$ cat src/sv/tcce_pkg.sv
// Shared constants, codes and controller/datapath handshake types of the cursor engine.
package tcce_pkg;

    localparam logic [7:0] CH_BACKSPACE = 8'd8;
    localparam logic [7:0] CH_TAB       = 8'd9;
    localparam logic [7:0] CH_NEWLINE   = 8'd10;
    localparam logic [7:0] CH_SPACE     = 8'd32;

    localparam int TAB_STOP = 8;
    localparam int TAB_BITS = $clog2(TAB_STOP);

    localparam logic [7:0] COLUMNS_RESET = 8'd80;
    localparam logic [7:0] ROWS_RESET    = 8'd25;

    localparam int ADDR_W = 3;
    localparam logic REG_COLUMNS = 1'b0;
    localparam logic REG_ROWS    = 1'b1;

    localparam int OP_W = 3;
    localparam logic [OP_W-1:0] OP_NONE      = 3'd0;
    localparam logic [OP_W-1:0] OP_NEWLINE   = 3'd1;
    localparam logic [OP_W-1:0] OP_BACKSPACE = 3'd2;
    localparam logic [OP_W-1:0] OP_SPACE     = 3'd3;
    localparam logic [OP_W-1:0] OP_PRINT     = 3'd4;

    typedef struct packed {
        logic [OP_W-1:0] op;
        logic            last;
        logic            load_colors;
    } tcce_cmd_t;

    typedef struct packed {
        logic              is_newline;
        logic              is_backspace;
        logic              is_tab;
        logic [TAB_BITS:0] tab_count;
        logic              out_free;
    } tcce_status_t;

endpackage

$ cat src/sv/tcce_if.sv
// Valid/ready channel interfaces for character words in and draw words out.
interface tcce_char_if;
    logic        valid;
    logic        ready;
    logic [7:0]  char_code;
    logic [31:0] fg_color;
    logic [31:0] bg_color;

    modport source (output valid, output char_code, output fg_color, output bg_color,
                    input ready);
    modport sink (input valid, input char_code, input fg_color, input bg_color,
                  output ready);
endinterface

interface tcce_draw_if;
    logic        valid;
    logic        ready;
    logic [7:0]  cell_column;
    logic [7:0]  cell_row;
    logic [7:0]  glyph;
    logic [31:0] draw_fg;
    logic [31:0] draw_bg;
    logic        last;

    modport source (output valid, output cell_column, output cell_row, output glyph,
                    output draw_fg, output draw_bg, output last, input ready);
    modport sink (input valid, input cell_column, input cell_row, input glyph,
                  input draw_fg, input draw_bg, input last, output ready);
endinterface

$ cat src/sv/text_console_cursor_engine.sv
// Top level of the text console cursor engine: configuration registers and the two units.
//
// Usage: character words (char_code, fg_color, bg_color) enter on char_in; draw words
// (cell_column, cell_row, glyph, draw_fg, draw_bg, last) leave on draw_out. Both are
// valid/ready channels; a word moves when valid and ready are high at a clock edge.
// A newline moves the cursor and produces no draw word. Backspace and printable
// characters produce one draw word, a tab produces one to eight spaces; the final
// word caused by a character has last set.
// The first draw word of a character is valid in the cycle after the character is
// accepted. Throughput: one character per cycle for newline, backspace and printable
// characters and one space of a tab per cycle while the receiver keeps up; a tab holds
// the input until its last space, paced by the single output register in the datapath.
// The output register keeps accepting while a finished word is taken in the same
// cycle; when the receiver stalls, the word holds and char_in.ready drops.
// Reset clears the cursor to column 0, row 0 and sets the screen to 80 by 25 cells.
// The user writes columns (address 0) and rows (address 4) over the APB port only while
// the engine is idle; the block does not enforce this. Reads return the current values.
module text_console_cursor_engine (
    input  logic                        clk,
    input  logic                        rst_n,
    tcce_char_if.sink                   char_in,
    tcce_draw_if.source                 draw_out,
    input  logic                        psel,
    input  logic                        penable,
    input  logic                        pwrite,
    input  logic [tcce_pkg::ADDR_W-1:0] paddr,
    input  logic [31:0]                 pwdata,
    output logic [31:0]                 prdata,
    output logic                        pready
);

    logic [7:0] columns_reg;
    logic [7:0] rows_reg;
    logic       cfg_write;
    logic       reg_index;

    tcce_pkg::tcce_cmd_t    cmd;
    tcce_pkg::tcce_status_t status;

    // The register index is the word address; byte offsets within a word are ignored.
    assign pready    = 1'b1;
    assign reg_index = paddr[2];
    assign cfg_write = psel && penable && pwrite;

    always_ff @(posedge clk or negedge rst_n)
    begin
        if (!rst_n)
        begin
            columns_reg <= tcce_pkg::COLUMNS_RESET;
            rows_reg    <= tcce_pkg::ROWS_RESET;
        end
        else if (cfg_write)
        begin
            unique case (reg_index)
                tcce_pkg::REG_COLUMNS: columns_reg <= pwdata[7:0];
                tcce_pkg::REG_ROWS:    rows_reg    <= pwdata[7:0];
                default:               columns_reg <= columns_reg;
            endcase
        end
    end

    always_comb
    begin
        unique case (reg_index)
            tcce_pkg::REG_COLUMNS: prdata = {24'd0, columns_reg};
            tcce_pkg::REG_ROWS:    prdata = {24'd0, rows_reg};
            default:               prdata = '0;
        endcase
    end

    // The controller decides what each cycle does; the datapath moves the cursor and
    // loads the draw word.
    tcce_ctrl u_ctrl (
        .clk      (clk),
        .rst_n    (rst_n),
        .in_valid (char_in.valid),
        .in_ready (char_in.ready),
        .status   (status),
        .cmd      (cmd)
    );

    tcce_datapath u_datapath (
        .clk       (clk),
        .rst_n     (rst_n),
        .columns   (columns_reg),
        .rows      (rows_reg),
        .char_code (char_in.char_code),
        .fg_color  (char_in.fg_color),
        .bg_color  (char_in.bg_color),
        .cmd       (cmd),
        .status    (status),
        .draw_out  (draw_out)
    );

`ifndef SYNTHESIS
    // While a tab still has spaces to go, no new character may be taken.
    a_tab_blocks_input: assert property (@(posedge clk) disable iff (!rst_n)
        (draw_out.valid && !draw_out.last) |-> !char_in.ready)
        else $error("character accepted in the middle of a tab");

    // Once a non-final space of a tab leaves, the next one follows at once.
    a_tab_no_gap: assert property (@(posedge clk) disable iff (!rst_n)
        (draw_out.valid && draw_out.ready && !draw_out.last) |=> draw_out.valid)
        else $error("gap between the spaces of a tab");

    // Only tab fill can produce a non-final word, and it always draws a space.
    a_glyph_last: assert property (@(posedge clk) disable iff (!rst_n)
        (draw_out.valid && (draw_out.glyph != tcce_pkg::CH_SPACE)) |-> draw_out.last)
        else $error("printable word without last marker");
`endif

endmodule

$ cat src/sv/tcce_ctrl.sv
// Controller state machine: accepts characters and sequences the spaces of a tab.
module tcce_ctrl (
    input  logic                  clk,
    input  logic                  rst_n,
    input  logic                  in_valid,
    output logic                  in_ready,
    input  tcce_pkg::tcce_status_t status,
    output tcce_pkg::tcce_cmd_t    cmd
);

    localparam logic ST_IDLE = 1'b0;
    localparam logic ST_TAB  = 1'b1;

    logic                      state_reg, state_next;
    logic [tcce_pkg::TAB_BITS-1:0] remain_reg, remain_next;

    assign in_ready = (state_reg == ST_IDLE) && status.out_free;

    always_comb
    begin
        state_next      = state_reg;
        remain_next     = remain_reg;
        cmd.op          = tcce_pkg::OP_NONE;
        cmd.last        = 1'b1;
        cmd.load_colors = 1'b0;
        unique case (state_reg)
            ST_IDLE:
            begin
                if (in_valid && status.out_free)
                begin
                    cmd.load_colors = 1'b1;
                    if (status.is_newline)
                    begin
                        cmd.op = tcce_pkg::OP_NEWLINE;
                    end
                    else if (status.is_backspace)
                    begin
                        cmd.op = tcce_pkg::OP_BACKSPACE;
                    end
                    else if (status.is_tab)
                    begin
                        cmd.op      = tcce_pkg::OP_SPACE;
                        cmd.last    = (status.tab_count == (tcce_pkg::TAB_BITS + 1)'(1));
                        remain_next = tcce_pkg::TAB_BITS'(status.tab_count - 1'b1);
                        if (!cmd.last)
                        begin
                            state_next = ST_TAB;
                        end
                    end
                    else
                    begin
                        cmd.op = tcce_pkg::OP_PRINT;
                    end
                end
            end
            ST_TAB:
            begin
                if (status.out_free)
                begin
                    cmd.op      = tcce_pkg::OP_SPACE;
                    cmd.last    = (remain_reg == tcce_pkg::TAB_BITS'(1));
                    remain_next = remain_reg - 1'b1;
                    if (cmd.last)
                    begin
                        state_next = ST_IDLE;
                    end
                end
            end
            default:
            begin
                state_next = ST_IDLE;
            end
        endcase
    end

    always_ff @(posedge clk or negedge rst_n)
    begin
        if (!rst_n)
        begin
            state_reg  <= ST_IDLE;
            remain_reg <= '0;
        end
        else
        begin
            state_reg  <= state_next;
            remain_reg <= remain_next;
        end
    end

endmodule

$ cat src/sv/tcce_datapath.sv
// Datapath: cursor registers, wrap logic and the registered draw word output.
module tcce_datapath (
    input  logic                   clk,
    input  logic                   rst_n,
    input  logic [7:0]             columns,
    input  logic [7:0]             rows,
    input  logic [7:0]             char_code,
    input  logic [31:0]            fg_color,
    input  logic [31:0]            bg_color,
    input  tcce_pkg::tcce_cmd_t    cmd,
    output tcce_pkg::tcce_status_t status,
    tcce_draw_if.source            draw_out
);

    logic [7:0]  col_reg, col_next;
    logic [7:0]  row_reg, row_next;
    logic        out_valid_reg;
    logic [7:0]  cell_column_reg, cell_row_reg, glyph_reg;
    logic [31:0] draw_fg_reg, draw_bg_reg;
    logic        last_reg;

    logic [7:0]  emit_col, emit_row;
    logic [8:0]  move_col;
    logic [8:0]  move_row;
    logic        emits;

    // Column wraps into the next row, then the row wraps to zero. Compares are done on
    // the widened values so an increment past 255 always wraps.
    function automatic logic [15:0] wrap(input logic [8:0] c, input logic [8:0] r,
                                         input logic [7:0] ncol, input logic [7:0] nrow);
        logic [9:0] rr;
        logic [7:0] cc;
        begin
            rr = {1'b0, r};
            cc = c[7:0];
            if (c >= {1'b0, ncol})
            begin
                cc = '0;
                rr = rr + 10'd1;
            end
            if (rr >= {2'b00, nrow})
            begin
                rr = '0;
            end
            wrap = {rr[7:0], cc};
        end
    endfunction

    assign status.is_newline   = (char_code == tcce_pkg::CH_NEWLINE);
    assign status.is_backspace = (char_code == tcce_pkg::CH_BACKSPACE);
    assign status.is_tab       = (char_code == tcce_pkg::CH_TAB);
    assign status.tab_count    = (tcce_pkg::TAB_BITS + 1)'(tcce_pkg::TAB_STOP)
                                 - {1'b0, col_reg[tcce_pkg::TAB_BITS-1:0]};
    assign status.out_free     = !out_valid_reg || draw_out.ready;

    always_comb
    begin
        emit_col = col_reg;
        emit_row = row_reg;
        move_col = {1'b0, col_reg} + 9'd1;
        move_row = {1'b0, row_reg};
        emits    = 1'b0;
        case (cmd.op)
            tcce_pkg::OP_NEWLINE:
            begin
                move_col = '0;
                move_row = {1'b0, row_reg} + 9'd1;
            end
            tcce_pkg::OP_BACKSPACE:
            begin
                emits = 1'b1;
                if (col_reg == 8'd0)
                begin
                    emit_col = columns - 8'd1;
                    emit_row = (row_reg == 8'd0) ? (rows - 8'd1) : (row_reg - 8'd1);
                end
                else
                begin
                    emit_col = col_reg - 8'd1;
                end
                move_col = {1'b0, emit_col};
                move_row = {1'b0, emit_row};
            end
            tcce_pkg::OP_SPACE, tcce_pkg::OP_PRINT:
            begin
                emits = 1'b1;
            end
            default:
            begin
                move_col = {1'b0, col_reg};
            end
        endcase
        if (cmd.op == tcce_pkg::OP_NONE)
        begin
            col_next = col_reg;
            row_next = row_reg;
        end
        else
        begin
            {row_next, col_next} = wrap(move_col, move_row, columns, rows);
        end
    end

    always_ff @(posedge clk or negedge rst_n)
    begin
        if (!rst_n)
        begin
            col_reg       <= '0;
            row_reg       <= '0;
            out_valid_reg <= 1'b0;
        end
        else
        begin
            col_reg <= col_next;
            row_reg <= row_next;
            if (emits)
            begin
                out_valid_reg <= 1'b1;
            end
            else if (draw_out.ready)
            begin
                out_valid_reg <= 1'b0;
            end
        end
    end

    always_ff @(posedge clk)
    begin
        if (emits)
        begin
            cell_column_reg <= emit_col;
            cell_row_reg    <= emit_row;
            glyph_reg       <= (cmd.op == tcce_pkg::OP_PRINT) ? char_code : tcce_pkg::CH_SPACE;
            last_reg        <= cmd.last;
            if (cmd.load_colors)
            begin
                draw_fg_reg <= fg_color;
                draw_bg_reg <= bg_color;
            end
        end
    end

    assign draw_out.valid       = out_valid_reg;
    assign draw_out.cell_column = cell_column_reg;
    assign draw_out.cell_row    = cell_row_reg;
    assign draw_out.glyph       = glyph_reg;
    assign draw_out.draw_fg     = draw_fg_reg;
    assign draw_out.draw_bg     = draw_bg_reg;
    assign draw_out.last        = last_reg;

endmodule

$ cat src/flat_wrapper.sv
// flat-port wrapper written by rule: the top's interface ports become plain ports
module text_console_cursor_engine_flat 
  (clk, rst_n, psel, penable, pwrite, paddr, pwdata, prdata, pready, char_in_valid, char_in_char_code, char_in_fg_color, char_in_bg_color, char_in_ready, draw_out_valid, draw_out_cell_column, draw_out_cell_row, draw_out_glyph, draw_out_draw_fg, draw_out_draw_bg, draw_out_last, draw_out_ready);
  tcce_char_if char_in_i ();
  tcce_draw_if draw_out_i ();
  input  logic clk;
  input  logic rst_n;
  input  logic psel;
  input  logic penable;
  input  logic pwrite;
  input  logic [tcce_pkg::ADDR_W-1:0] paddr;
  input  logic [31:0] pwdata;
  output logic [31:0] prdata;
  output logic pready;
  input wire logic [$bits(char_in_i.valid)-1:0] char_in_valid;
  input wire logic [$bits(char_in_i.char_code)-1:0] char_in_char_code;
  input wire logic [$bits(char_in_i.fg_color)-1:0] char_in_fg_color;
  input wire logic [$bits(char_in_i.bg_color)-1:0] char_in_bg_color;
  output wire logic [$bits(char_in_i.ready)-1:0] char_in_ready;
  output wire logic [$bits(draw_out_i.valid)-1:0] draw_out_valid;
  output wire logic [$bits(draw_out_i.cell_column)-1:0] draw_out_cell_column;
  output wire logic [$bits(draw_out_i.cell_row)-1:0] draw_out_cell_row;
  output wire logic [$bits(draw_out_i.glyph)-1:0] draw_out_glyph;
  output wire logic [$bits(draw_out_i.draw_fg)-1:0] draw_out_draw_fg;
  output wire logic [$bits(draw_out_i.draw_bg)-1:0] draw_out_draw_bg;
  output wire logic [$bits(draw_out_i.last)-1:0] draw_out_last;
  input wire logic [$bits(draw_out_i.ready)-1:0] draw_out_ready;
  assign char_in_i.valid = char_in_valid;
  assign char_in_i.char_code = char_in_char_code;
  assign char_in_i.fg_color = char_in_fg_color;
  assign char_in_i.bg_color = char_in_bg_color;
  assign char_in_ready = char_in_i.ready;
  assign draw_out_valid = draw_out_i.valid;
  assign draw_out_cell_column = draw_out_i.cell_column;
  assign draw_out_cell_row = draw_out_i.cell_row;
  assign draw_out_glyph = draw_out_i.glyph;
  assign draw_out_draw_fg = draw_out_i.draw_fg;
  assign draw_out_draw_bg = draw_out_i.draw_bg;
  assign draw_out_last = draw_out_i.last;
  assign draw_out_i.ready = draw_out_ready;
  text_console_cursor_engine u_core (.clk(clk), .rst_n(rst_n), .char_in(char_in_i), .draw_out(draw_out_i), .psel(psel), .penable(penable), .pwrite(pwrite), .paddr(paddr), .pwdata(pwdata), .prdata(prdata), .pready(pready));
endmodule
$ cat config.mk
export PLATFORM = sky130hd
export DESIGN_NAME = text_console_cursor_engine_flat
export DESIGN_NICKNAME = d
export VERILOG_FILES = /design/src/sv/tcce_pkg.sv /design/src/sv/tcce_if.sv /design/src/sv/text_console_cursor_engine.sv /design/src/sv/tcce_ctrl.sv /design/src/sv/tcce_datapath.sv /design/src/flat_wrapper.sv
export SDC_FILE = /design/constraint.sdc
export NUM_CORES = 1
export LEC_CHECK = 0
export BUFFER_PORTS_ARGS = -buffer_cell sky130_fd_sc_hd__buf_2
export CORE_ASPECT_RATIO = 0.9
export CORE_MARGIN = 5
export CORE_UTILIZATION = 54
export CTS_CLUSTER_SIZE = 14
export DETAILED_ROUTE_END_ITERATION = 7
export PLACE_DENSITY = 0.95
export SETUP_SLACK_MARGIN = 0.15
export SLEW_MARGIN = 20
export SYNTH_ARGS = -nofsm -noshare
export SYNTH_HDL_FRONTEND = slang
export SYNTH_SLANG_ARGS = --single-unit
$ cat constraint.sdc
create_clock -name clk -period 13.98 [get_ports clk]
set_clock_uncertainty 0.2 [all_clocks]
set_input_delay 2.796 -clock clk [delete_from_list [all_inputs] [get_ports clk]]
set_output_delay 2.796 -clock clk [all_outputs]
set_load 0.1 [all_outputs]
# Word-level counts from Yosys, hierarchy flattened
# Cells that the tools add are included.
dict set report word_totals {
  mem_bits_rw 0
  register_bits 126
  memories 0
  word_cells 96
  latchBits 0
  input_bits 114
  rom_bits 0
  out_inout_bits 124
}
dict set report classes {
  n_reduce_logical 16
  mul 0
  eq_ne 14
  div_mod_pow 0
  magnitude_cmp 2
  muxes 39
  addsub 10
  bitwise_logic 2
  shift 0
}
# operator count
set op_table {}
lappend op_table {{$pmux W32 S2} 1}
lappend op_table {{$mux W8} 7}
lappend op_table {{$sub A8 B1 Y8 const B} 4}
lappend op_table {{$mux W3} 9}
lappend op_table {{$pmux W9 S3} 1}
lappend op_table {{$eq A8 B4 Y1 const B} 3}
lappend op_table {{$mux W10} 2}
lappend op_table {{$add A8 B1 Y9 const B} 2}
lappend op_table {{$pmux W9 S2} 1}
lappend op_table {{$logic_not A8 Y1} 2}
lappend op_table {{$mux W1} 14}
lappend op_table {{$add A9 B1 Y10 const B} 1}
lappend op_table {{$ge A10 B8 Y1} 1}
lappend op_table {{$ge A9 B8 Y1} 1}
lappend op_table {{$pmux W4 S2} 1}
lappend op_table {{$eq A3 B1 Y1 const B} 2}
lappend op_table {{$eq A3 B2 Y1 const B} 2}
lappend op_table {{$ne A2 B2 Y1 const B} 3}
lappend op_table {{$pmux W3 S2} 1}
lappend op_table {{$reduce_and A2 Y1} 3}
lappend op_table {{$sub A3 B1 Y3 const B} 2}
lappend op_table {{$mux W5} 1}
lappend op_table {{$reduce_and A5 Y1} 1}
lappend op_table {{$eq A4 B1 Y1 const B} 1}
lappend op_table {{other kinds (12)} 17}

# Depth between registers and ports, before layout
# Gate-level depths: netlist of the first run.
dict set report depth {
  depth_word 15
  mapped_depth 30
  ltp_nobuf 29
}

# Cells and area by module
# A second synthesis of the first run with hierarchy kept.
dict set report hier_totals {
  cells_unflattened 664
  area_unflattened_um2 7225.7
}
# module instances area_per_inst_um2 seq_area_each_um2 cells_each
set modules_own_cells {}
lappend modules_own_cells {tcce_datapath 1 5870.6 3098.0 539}
lappend modules_own_cells {text_console_cursor_engine 1 928.4 406.6 70}
lappend modules_own_cells {tcce_ctrl 1 426.7 100.1 55}

# Least setup slack after synthesis of the first run
# OpenSTA, ideal clock, no wires.
dict set report synth_path {
  path_type {input-to-output}
  startpoint {in paddr[2] (netlist name)}
  endpoint {out prdata[1]}
  path_slack_ps 5725
  path_stages 3
  n_path_buf 2
  required_time_ps 10984
  arrival_ps 5259
  cell_sequence {clkbuf_1 clkbuf_1 o21ai_0}
}
dict set report synth_between {
  elab_chain_len 2
}
# element line
set synth_rtl {}
lappend synth_rtl {{start, declared} flat_wrapper.sv:11} ;# input logic [tcce_pkg::ADDR_W-1:0] paddr;
lappend synth_rtl {{$not A1 Y1} text_console_cursor_engine.sv:64} ;# unique case (reg_index)
lappend synth_rtl {{$pmux W32 S2 *} text_console_cursor_engine.sv:64}
lappend synth_rtl {{end, declared} flat_wrapper.sv:13} ;# output logic [31:0] prdata;
# Mark *: on every way between the ends. The rest lies on a longest branch, timed or not. The select of a mux whose other input is x is not followed.

# Final worst setup path of the first run
dict set report layout_path {
  startpoint {in char_in_char_code[2]}
  endpoint {reg u_core.u_datapath.row_reg[5]}
}
dict set report layout_between {
  elab_chain_len 14
  word_cells_on_any_way 22
  cone_classes {add/sub (1); order compare (2); eq/ne (7); mux (10); reduce/logical (2)}
}
# element line
set layout_rtl {}
lappend layout_rtl {{start, declared} flat_wrapper.sv:16} ;# input wire logic [$bits(char_in_i.char_code)-1:0] char_in_char_code;
lappend layout_rtl {{$eq A8 B4 Y1} tcce_datapath.sv:51} ;# assign status.is_tab = (char_code == tcce_pkg::CH_TAB);
lappend layout_rtl {{$mux W3} tcce_ctrl.sv:40} ;# else if (status.is_tab)
lappend layout_rtl {{$mux W3} tcce_ctrl.sv:36} ;# else if (status.is_backspace)
lappend layout_rtl {{$mux W3 *} tcce_ctrl.sv:32} ;# if (status.is_newline)
lappend layout_rtl {{$mux W5 *} tcce_ctrl.sv:29} ;# if (in_valid && status.out_free)
lappend layout_rtl {{$pmux W4 S2 *} tcce_ctrl.sv:26} ;# unique case (state_reg)
lappend layout_rtl {{$eq A3 B3 Y1 / $eq A3 B2 Y1 (equally long branches)} tcce_datapath.sv:63} ;# case (cmd.op)
lappend layout_rtl {{$reduce_or A2 Y1} tcce_datapath.sv:63}
lappend layout_rtl {{$pmux W9 S3} tcce_datapath.sv:63}
lappend layout_rtl {{$ge A9 B8 Y1} tcce_datapath.sv:36} ;# if (c >= {1'b0, ncol})
lappend layout_rtl {{$mux W10} tcce_datapath.sv:36}
lappend layout_rtl {{$mux W10} tcce_datapath.sv:93} ;# if (cmd.op == tcce_pkg::OP_NONE)
lappend layout_rtl {{$ge A10 B8 Y1} tcce_datapath.sv:41} ;# if (rr >= {2'b00, nrow})
lappend layout_rtl {{$mux W8} tcce_datapath.sv:41}
lappend layout_rtl {{end signal, assigned} tcce_datapath.sv:115} ;# row_reg <= row_next;
lappend layout_rtl {{end, declared} tcce_datapath.sv:16} ;# logic [7:0] row_reg, row_next;
# Marked as above.
# A chain may end at the register's enable or synchronous reset.

==> summary.txt, run 1 <==
Drt
  • Final ANT Viol Nets: 0
  • DRT iter0 DRCs: 608
  • Vias per cell: 5.85
  • Remaining DRCs: 0
  • Pre-Repair DR Iteration Count: 7
  • Vias: 5584
  • Avg WL per Cell: 20.4 microns
  • Total Routed Length: 19.4 mm

Place
  • Placed insts: 922
  • GPL Wtd Cong: 0.951
  • Pre-CTS WS: 5.08 ns
  • Buffers on Ports: 186
  • Dpl cell area: 7630 sq um
  • Post-DP HPWL: 14.6 mm

Die
  • Die area: 14800 sq um
  • Die width: 128 microns
  • Initial Util: 0.555
  • Core Area: 12100 sq um
  • Die Height: 116 microns
  • Ports: 238
  • Site Rows: 38

CTS
  • # hold bufs at CTS: 0
  • Setup bufs post-CTS: 0
  • Longest Clk Path Bufs: 2
  • CTS tree: yes
  • H-tree levels: 4
  • Worst skew pair latency: 0.42 ns
  • CTS clk-pin slew, worst paths: 0.06 ns
  • Clk root buf: clkbuf_16
  • Sink Count: 126
  • Num CTS Buffers: 17
  • # resized after CTS: 0

Timing
  • Fin. max-slew vios: 0
  • RSZ-0062 raised after global routing: false
  • Fin worst setup slack: 5.37 ns
  • Post-route setup TNS: 0 ns
  • Period utilization: 0.616
  • Slew @ Worst Pin: 0.919 ns
  • Setup violators final: 0
  • Hold_ws: 0.340 ns
  • Tmin final: 8.61 ns
  • Hold Vio Cnt, Final: 0
  • Fmax: 0.116 GHz
  • Relative slew slack: 0.387

Worst setup path
  • CP Class: input port to register
  • CP Data Required Time: 14.11 ns
  • Startpoint Class: input port
  • Worst EP arrival: 8.74 ns
  • Crit end category: register
  • FF-to-FF path depth: 28
  • Crit Path Max Fanout: 21

Pwr
  • Leakage: 0.00357 uW
  • Maximum vdd drop: 0.147 mV
  • PD cells: 196 nW/um^2

Yosys
  • Netlist Area Pre-Place: 6730 sq um
  • Distinct cells, synth: 70
  • Most used DFF post-synth: edfxtp_1
  • Synth async-reset ratio: 0.294
  • Post-synth EDFFs: 89
  • #FFs+latches synth: 126
  • Synth Instances: 604
  • Post-synthesis sequential area ratio: 0.535
  • Synth warn: 0
  • Synthesized area per cell: 11.1 sq um

Global route
  • Initial antenna violation count: 0
  • Global-route wire length before repair: 29.6 mm
  • Vias in the first global route: 5237
  • Overflow after GRT: 0
  • All-Layer GR Usage: 0.264
  • Largest net degree at the start of global routing: 66

Final layout
  • Fillers: 859
  • Design area: 8190 sq um
  • Antenna diode count: 0
  • Share of cells above drive strength 1: 0.325
  • # nets final: 921
  • Non-filler instance count after layout: 954
  • Area grow syn2layout: 21.6%

Hold path
  • Hold path cells: 1
  • Min-Delay Path Class: register to register

Job
  • Max cap viols: 0

Run status
  • Status: finished clean
## cells in the mapped netlist, types with 3 or more instances
master | n | area (sq um)
a211oi_1 | 6 | 45.0
a21o_1 | 5 | 37.5
a21oi_1 | 31 | 155
a22o_1 | 8 | 70.1
a31oi_1 | 11 | 68.8
a41oi_1 | 4 | 35.0
and2_1 | 9 | 56.3
and3_1 | 9 | 56.3
and4_1 | 4 | 35.0
buf_4 | 28 | 210
buf_6 | 4 | 45.0
clkbuf_1 | 19 | 71.3
dfrtp_1 | 32 | 801
dfstp_2 | 5 | 131
edfxtp_1 | 89 | 2670
ha_1 | 26 | 325
inv_1 | 26 | 97.6
mux2_2 | 18 | 203
mux2i_1 | 4 | 40.0
nand2_1 | 52 | 195
nand2b_1 | 8 | 50.1
nand3_1 | 10 | 50.1
nand4_1 | 5 | 31.3
nand4b_1 | 3 | 26.3
nor2_1 | 33 | 124
nor2b_1 | 7 | 43.8
nor3_1 | 7 | 35.0
nor4_1 | 5 | 31.3
o211ai_1 | 3 | 22.5
o21ai_0 | 46 | 230
o21ai_1 | 3 | 15.0
o22ai_1 | 6 | 37.5
or3_1 | 6 | 37.5
xnor2_1 | 13 | 114
xor2_1 | 9 | 78.8
## cells by family (layout without fill, tap and decap cells)
group / count (synthesis) / after routing / share of synthesized area
buffers and inverters: 83 / 250 / 0.0713
xor gates and xnor gates: 22 / 22 / 0.0286
and+or+nand+nor: 174 / 174 / 0.137
muxes: 22 / 22 / 0.0360
adders and majority gates: 26 / 26 / 0.0483
other: 2 / 25 / 0.00112
DFF: 126 / 126 / 0.535
AOI/OAI and AO/OA: 149 / 149 / 0.142
## layer usage
metal  vias to the layer above  part of all wire  track usage
met3                        33              0.11       0.0760
li1                       2549                 -            -
met4                         0             0.019       0.0743
met2                       375              0.48        0.442
met5                         -                 0            0
met1                      2627              0.38        0.340
## report_power, final
group	internal (uW)	switching (uW)
Sequential	456	52.2
Clock	246	170
Combinational	195	487
Total	896	709
## per-stage QoR
stage          power [uW]   util
3_3_place_gp         1160  0.629
4_1_cts              1600  0.675
6_report             1600  0.675
5_1_grt              1680  0.675
2_1_floorplan        1070      -
3_5_place_dp         1180  0.629
## placed cells by master (no fill, tap or decap), drive strengths merged, types with 3 or more instances in the layout
cell and count:
o21ai 49, xnor2 13, clkbuf 17, edfxtp 89, a211oi 6, mux2 18
o22ai 6, mux2i 4, nand2 52, nand4b 3, a21oi 31, ha 26
dfrtp 32, nor2b 7, a22o 8, nor3 7, o211ai 3, clkinv 4
clkinvlp 4, and3 10, dfstp 5, a21o 5, nand4 5, or3 6
nor4 6, buf 192, a31oi 11, nor4b 3, conb 25, nand2b 8
xor2 9, and4 4, and2 9, inv 32, nand3 10, nor2 33
a41oi 4
## worst max-delay path, cell delays in order
cell,delay [ns]
buf_2,0.13
nor4b_2,0.51
nand2_1,0.23
or4_1,0.87
o221ai_1,0.44
ha_1,0.30
a211oi_1,0.24
o221ai_1,0.18
a221o_1,0.49
and4_1,0.29
and3b_1,0.20
xnor2_1,0.18
inv_1,0.07
ha_1,0.20
a21o_1,0.16
a211oi_1,0.22
o41ai_1,0.13
a41oi_1,0.60
o21ai_1,0.25
o21ai_0,0.24
## area by class of cell
type / count / area, sq um / area share
well taps: 160 / 200 / 0.0245
clock inverters: 15 / 134 / 0.0164
repair buffers: 192 / 976 / 0.119
multi-input cells: 418 / 2750 / 0.336
inverters: 26 / 97.6 / 0.0119
flip-flops and latches: 126 / 3600 / 0.440
clock buffers: 17 / 425 / 0.0520
## worst paths after layout
| check | from | slack, ns | to |
|---|---|---|---|
| setup / recovery | char_in_char_code[2] | 5.37 | u_core.u_datapath.row_reg[5] |
| hold / removal | u_core.u_ctrl.remain_reg[0] | 0.34 | u_core.u_ctrl.remain_reg[0] |
| setup reg to reg | u_core.u_datapath.col_reg[0] | 6.25 | u_core.u_datapath.row_reg[5] |
| hold reg to reg | u_core.u_ctrl.remain_reg[0] | 0.34 | u_core.u_ctrl.remain_reg[0] |
| max in group asynchronous | rst_n | 10.69 | u_core.u_ctrl.remain_reg[1] |
| min in group asynchronous | rst_n | 2.31 | u_core.columns_reg[2] |
No activity file was read; power rests on OpenSTA's default activity.
==> run 2, diff against run 1 <==
--- a/config.mk
+++ b/config.mk
@@ -8,10 +8,10 @@
 export BUFFER_PORTS_ARGS = -buffer_cell sky130_fd_sc_hd__buf_2
 export CORE_ASPECT_RATIO = 0.9
 export CORE_MARGIN = 5
-export CORE_UTILIZATION = 54
+export CORE_UTILIZATION = 46
 export CTS_CLUSTER_SIZE = 14
 export DETAILED_ROUTE_END_ITERATION = 7
-export PLACE_DENSITY = 0.95
+export PLACE_DENSITY = 0.89
 export SETUP_SLACK_MARGIN = 0.15
 export SLEW_MARGIN = 20
 export SYNTH_ARGS = -nofsm -noshare
==> constraint.sdc (replaced) <==
create_clock -name clk -period 7.7 [get_ports clk]
set_clock_uncertainty 0.2 [all_clocks]
set_input_delay 1.54 -clock clk [delete_from_list [all_inputs] [get_ports clk]]
set_output_delay 1.54 -clock clk [all_outputs]
set_load 0.1 [all_outputs]
==> run 2 against run 1 <==
  * Largest cell class unchanged
  * Worst hold slack worse by 0.0029 ns
  * Highest routed layer unchanged
  * Count of clock-buffer cells in the layout is 1 higher
  * Critical path type is now register to register
  * Die area is 16% higher
  * Wire length is 3.2% lower
  * Combinational power is 88% higher
==> summary.txt, run 2 (synthesis gave the netlist of run 1 again) <==
Run status
  • Status: finished clean

Drt
  • Avg WL per Cell: 18.8 microns (-7.8%)
  • Vias: 5614 (+0.54%)
  • Final ANT Viol Nets: 0 (unchanged)
  • Total Routed Length: 18.8 mm (-3.2%)
  • Vias per cell: 5.60 (-4.3%)
  • DRT iter0 DRCs: 589 (-3.1%)
  • Pre-Repair DR Iteration Count: 5 (-2)
  • Remaining DRCs: 0 (unchanged)

CTS
  • CTS tree: yes
  • Num CTS Buffers: 17 (unchanged)
  • Sink Count: 126 (unchanged)
  • H-tree levels: 4 (unchanged)
  • # hold bufs at CTS: 0 (unchanged)
  • Longest Clk Path Bufs: 2 (unchanged)
  • Worst skew pair latency: 0.42 ns (about the same)
  • Clk root buf: clkbuf_16
  • CTS clk-pin slew, worst paths: 0.06 ns (about the same)
  • Setup bufs post-CTS: 0 (unchanged)

Timing
  • Relative slew slack: 0.386 (-0.00163)
  • Hold Vio Cnt, Final: 0 (unchanged)
  • Setup violators final: 0 (unchanged)
  • Post-route setup TNS: 0 ns (unchanged)
  • RSZ-0062 raised after global routing: false
  • Period utilization: 0.909
  • Slew @ Worst Pin: 0.915 ns (-0.00369 ns)
  • Fmax: 0.143 GHz
  • Tmin final: 7.00 ns
  • Fin. max-slew vios: 0 (unchanged)

Die
  • Initial Util: 0.463 (-0.0928)
  • Die Height: 125 microns (+7.6%)
  • Site Rows: 42 (+11%)
  • Ports: 238 (unchanged)
  • Core Area: 14600 sq um (+20%)
  • Die width: 138 microns (+7.7%)
  • Die area: 17200 sq um (+16%)

Worst setup path
  • Worst path depth: 30 (+50%)
  • Crit path buffers/inverters: 4 (+2)
  • Reg2reg setup slack: 0.70 ns (-5.55 ns)
  • Worst Setup EP: u_core.u_datapath.row_reg[1]
  • Most used cell, CP: ha_1
  • Worst Setup SP: u_core.u_datapath.col_reg[0]
  • Crit path max-delay family: compound AO/OA/AOI/OAI gates
  • CP max-delay cell: or4b_4
  • Largest stage delay on the critical path: 0.51 ns (-0.36 ns)
  • CP Class: register to register
  • FF-to-FF path depth: 30 (+7.1%)
  • CP Data Required Time: 7.84 ns (-6.27 ns)
  • RR Endpoint: u_core.u_datapath.row_reg[1]
  • Startpoint Class: register
  • Worst EP arrival: 7.14 ns (-1.60 ns)
  • Crit Path Max Fanout: 10 (-52%)
  • Reg-to-Reg Start: u_core.u_datapath.col_reg[0]
  • Crit end category: register

Global route
  • Initial antenna violation count: 1 (+1)
  • All-Layer GR Usage: 0.211 (-0.0537)
  • Routing usage on met3: 0.0614 (-0.0146)
  • Overflow after GRT: 0 (unchanged)
  • Vias in the first global route: 5161 (-1.5%)
  • Met1 Use GR: 0.265 (-0.0750)
  • Global-route wire length before repair: 27.8 mm (-6.1%)
  • Largest net degree at the start of global routing: 66 (unchanged)
  • Met2 usage: 0.337 (-0.106)
  • GR peak layer: met2

Final layout
  • # nets final: 929 (+0.87%)
  • Commonest non-fill, non-tap cells in the layout: buf_2 (186), edfxtp_1 (89), nand2_1 (52)
  • Non-filler instance count after layout: 1002 (+5.0%)
  • Most common cell after layout, fill and taps aside: buf_2
  • Share of cells above drive strength 1: 0.333 (+0.00798)
  • Area grow syn2layout: 23.4%
  • Final core occ: 0.571 (-0.104)

Hold path
  • Min-Delay Path Class: register to register

Pwr
  • Post-layout power: 2950 uW (+84%)
  • PD cells: 355 nW/um^2 (+81%)
  • Maximum vdd drop: 0.275 mV (+87%)
  • Leakage: 0.00362 uW (+1.2%)

Place
  • Post-DP HPWL: 14.2 mm (-2.6%)
  • Buffers on Ports: 186 (unchanged)
  • Placed insts: 968 (+5.0%)
  • GPL Wtd Cong: 0.961 (+0.99%)

Job
  • Max cap viols: 0 (unchanged)
==> run 2: cell count changes in the layout (fill, tap and decap cells not counted), sizes merged <==
cell,previous run,this run
buf,192,200
clkbuf,17,18
clkinv,4,5
clkinvlp,4,3
diode,0,2
inv,32,31
==> run 2: routing by layer <==
layer	share of wire	routed length, microns	up-vias
met5	0	0	-
met4	0.029	545	0
met3	0.12	2290	41
met2	0.47	8830	366
met1	0.38	7130	2643
li1	-	-	2564
==> run 2: metrics by stage <==
stage               worst slack [ns]  cell area [sq um]  hold slack [ns]
detailed placement             0.629               7730            0.328
finish                         0.702               8310            0.337
global route                   0.251               8310            0.386
floorplan                       1.19               6820            0.285
global placement               0.642               7730            0.317
CTS                            0.713               8300            0.338
==> run 2: timing repair <==
action	CTS	global route
setup endpoints to repair	0	1
resized for setup	0	1
endpoints found under the hold margin	0	0
==> run 2: worst min-delay path by stage <==
stage                                start                     endpoint  slack (ns)  cells past startpoint
6_report       u_core.u_ctrl.remain_reg[0]  u_core.u_ctrl.remain_reg[0]        0.34                      1
5_1_grt        u_core.u_ctrl.remain_reg[0]  u_core.u_ctrl.remain_reg[0]        0.39                      1
4_1_cts        u_core.u_ctrl.remain_reg[0]  u_core.u_ctrl.remain_reg[0]        0.34                      1
3_5_place_dp   u_core.u_ctrl.remain_reg[0]  u_core.u_ctrl.remain_reg[0]        0.33                      1
3_3_place_gp   u_core.u_ctrl.remain_reg[2]  u_core.u_ctrl.remain_reg[2]        0.32                      2
2_1_floorplan  u_core.u_ctrl.remain_reg[0]  u_core.u_ctrl.remain_reg[0]        0.28                      1
==> run 2: cell type report <==
cell class                      count  area [sq um]
Fill cell                        1245          6250
Multi-Input combinational cell    418          2760
Antenna cell                        2          5.00
Sequential cell                   126          3600
Clock inverter                     14           134
Clock buffer                       18           429
Tap cell                          198           248
Inverter                           26          97.6
Timing Repair Buffer              200          1040
==> run 2: report_power, final <==
group	total, uW	switching (uW)	internal, uW
logic	1280	904	374
clock network	756	308	448
registers	913	85.6	827
total	2950	1300	1650
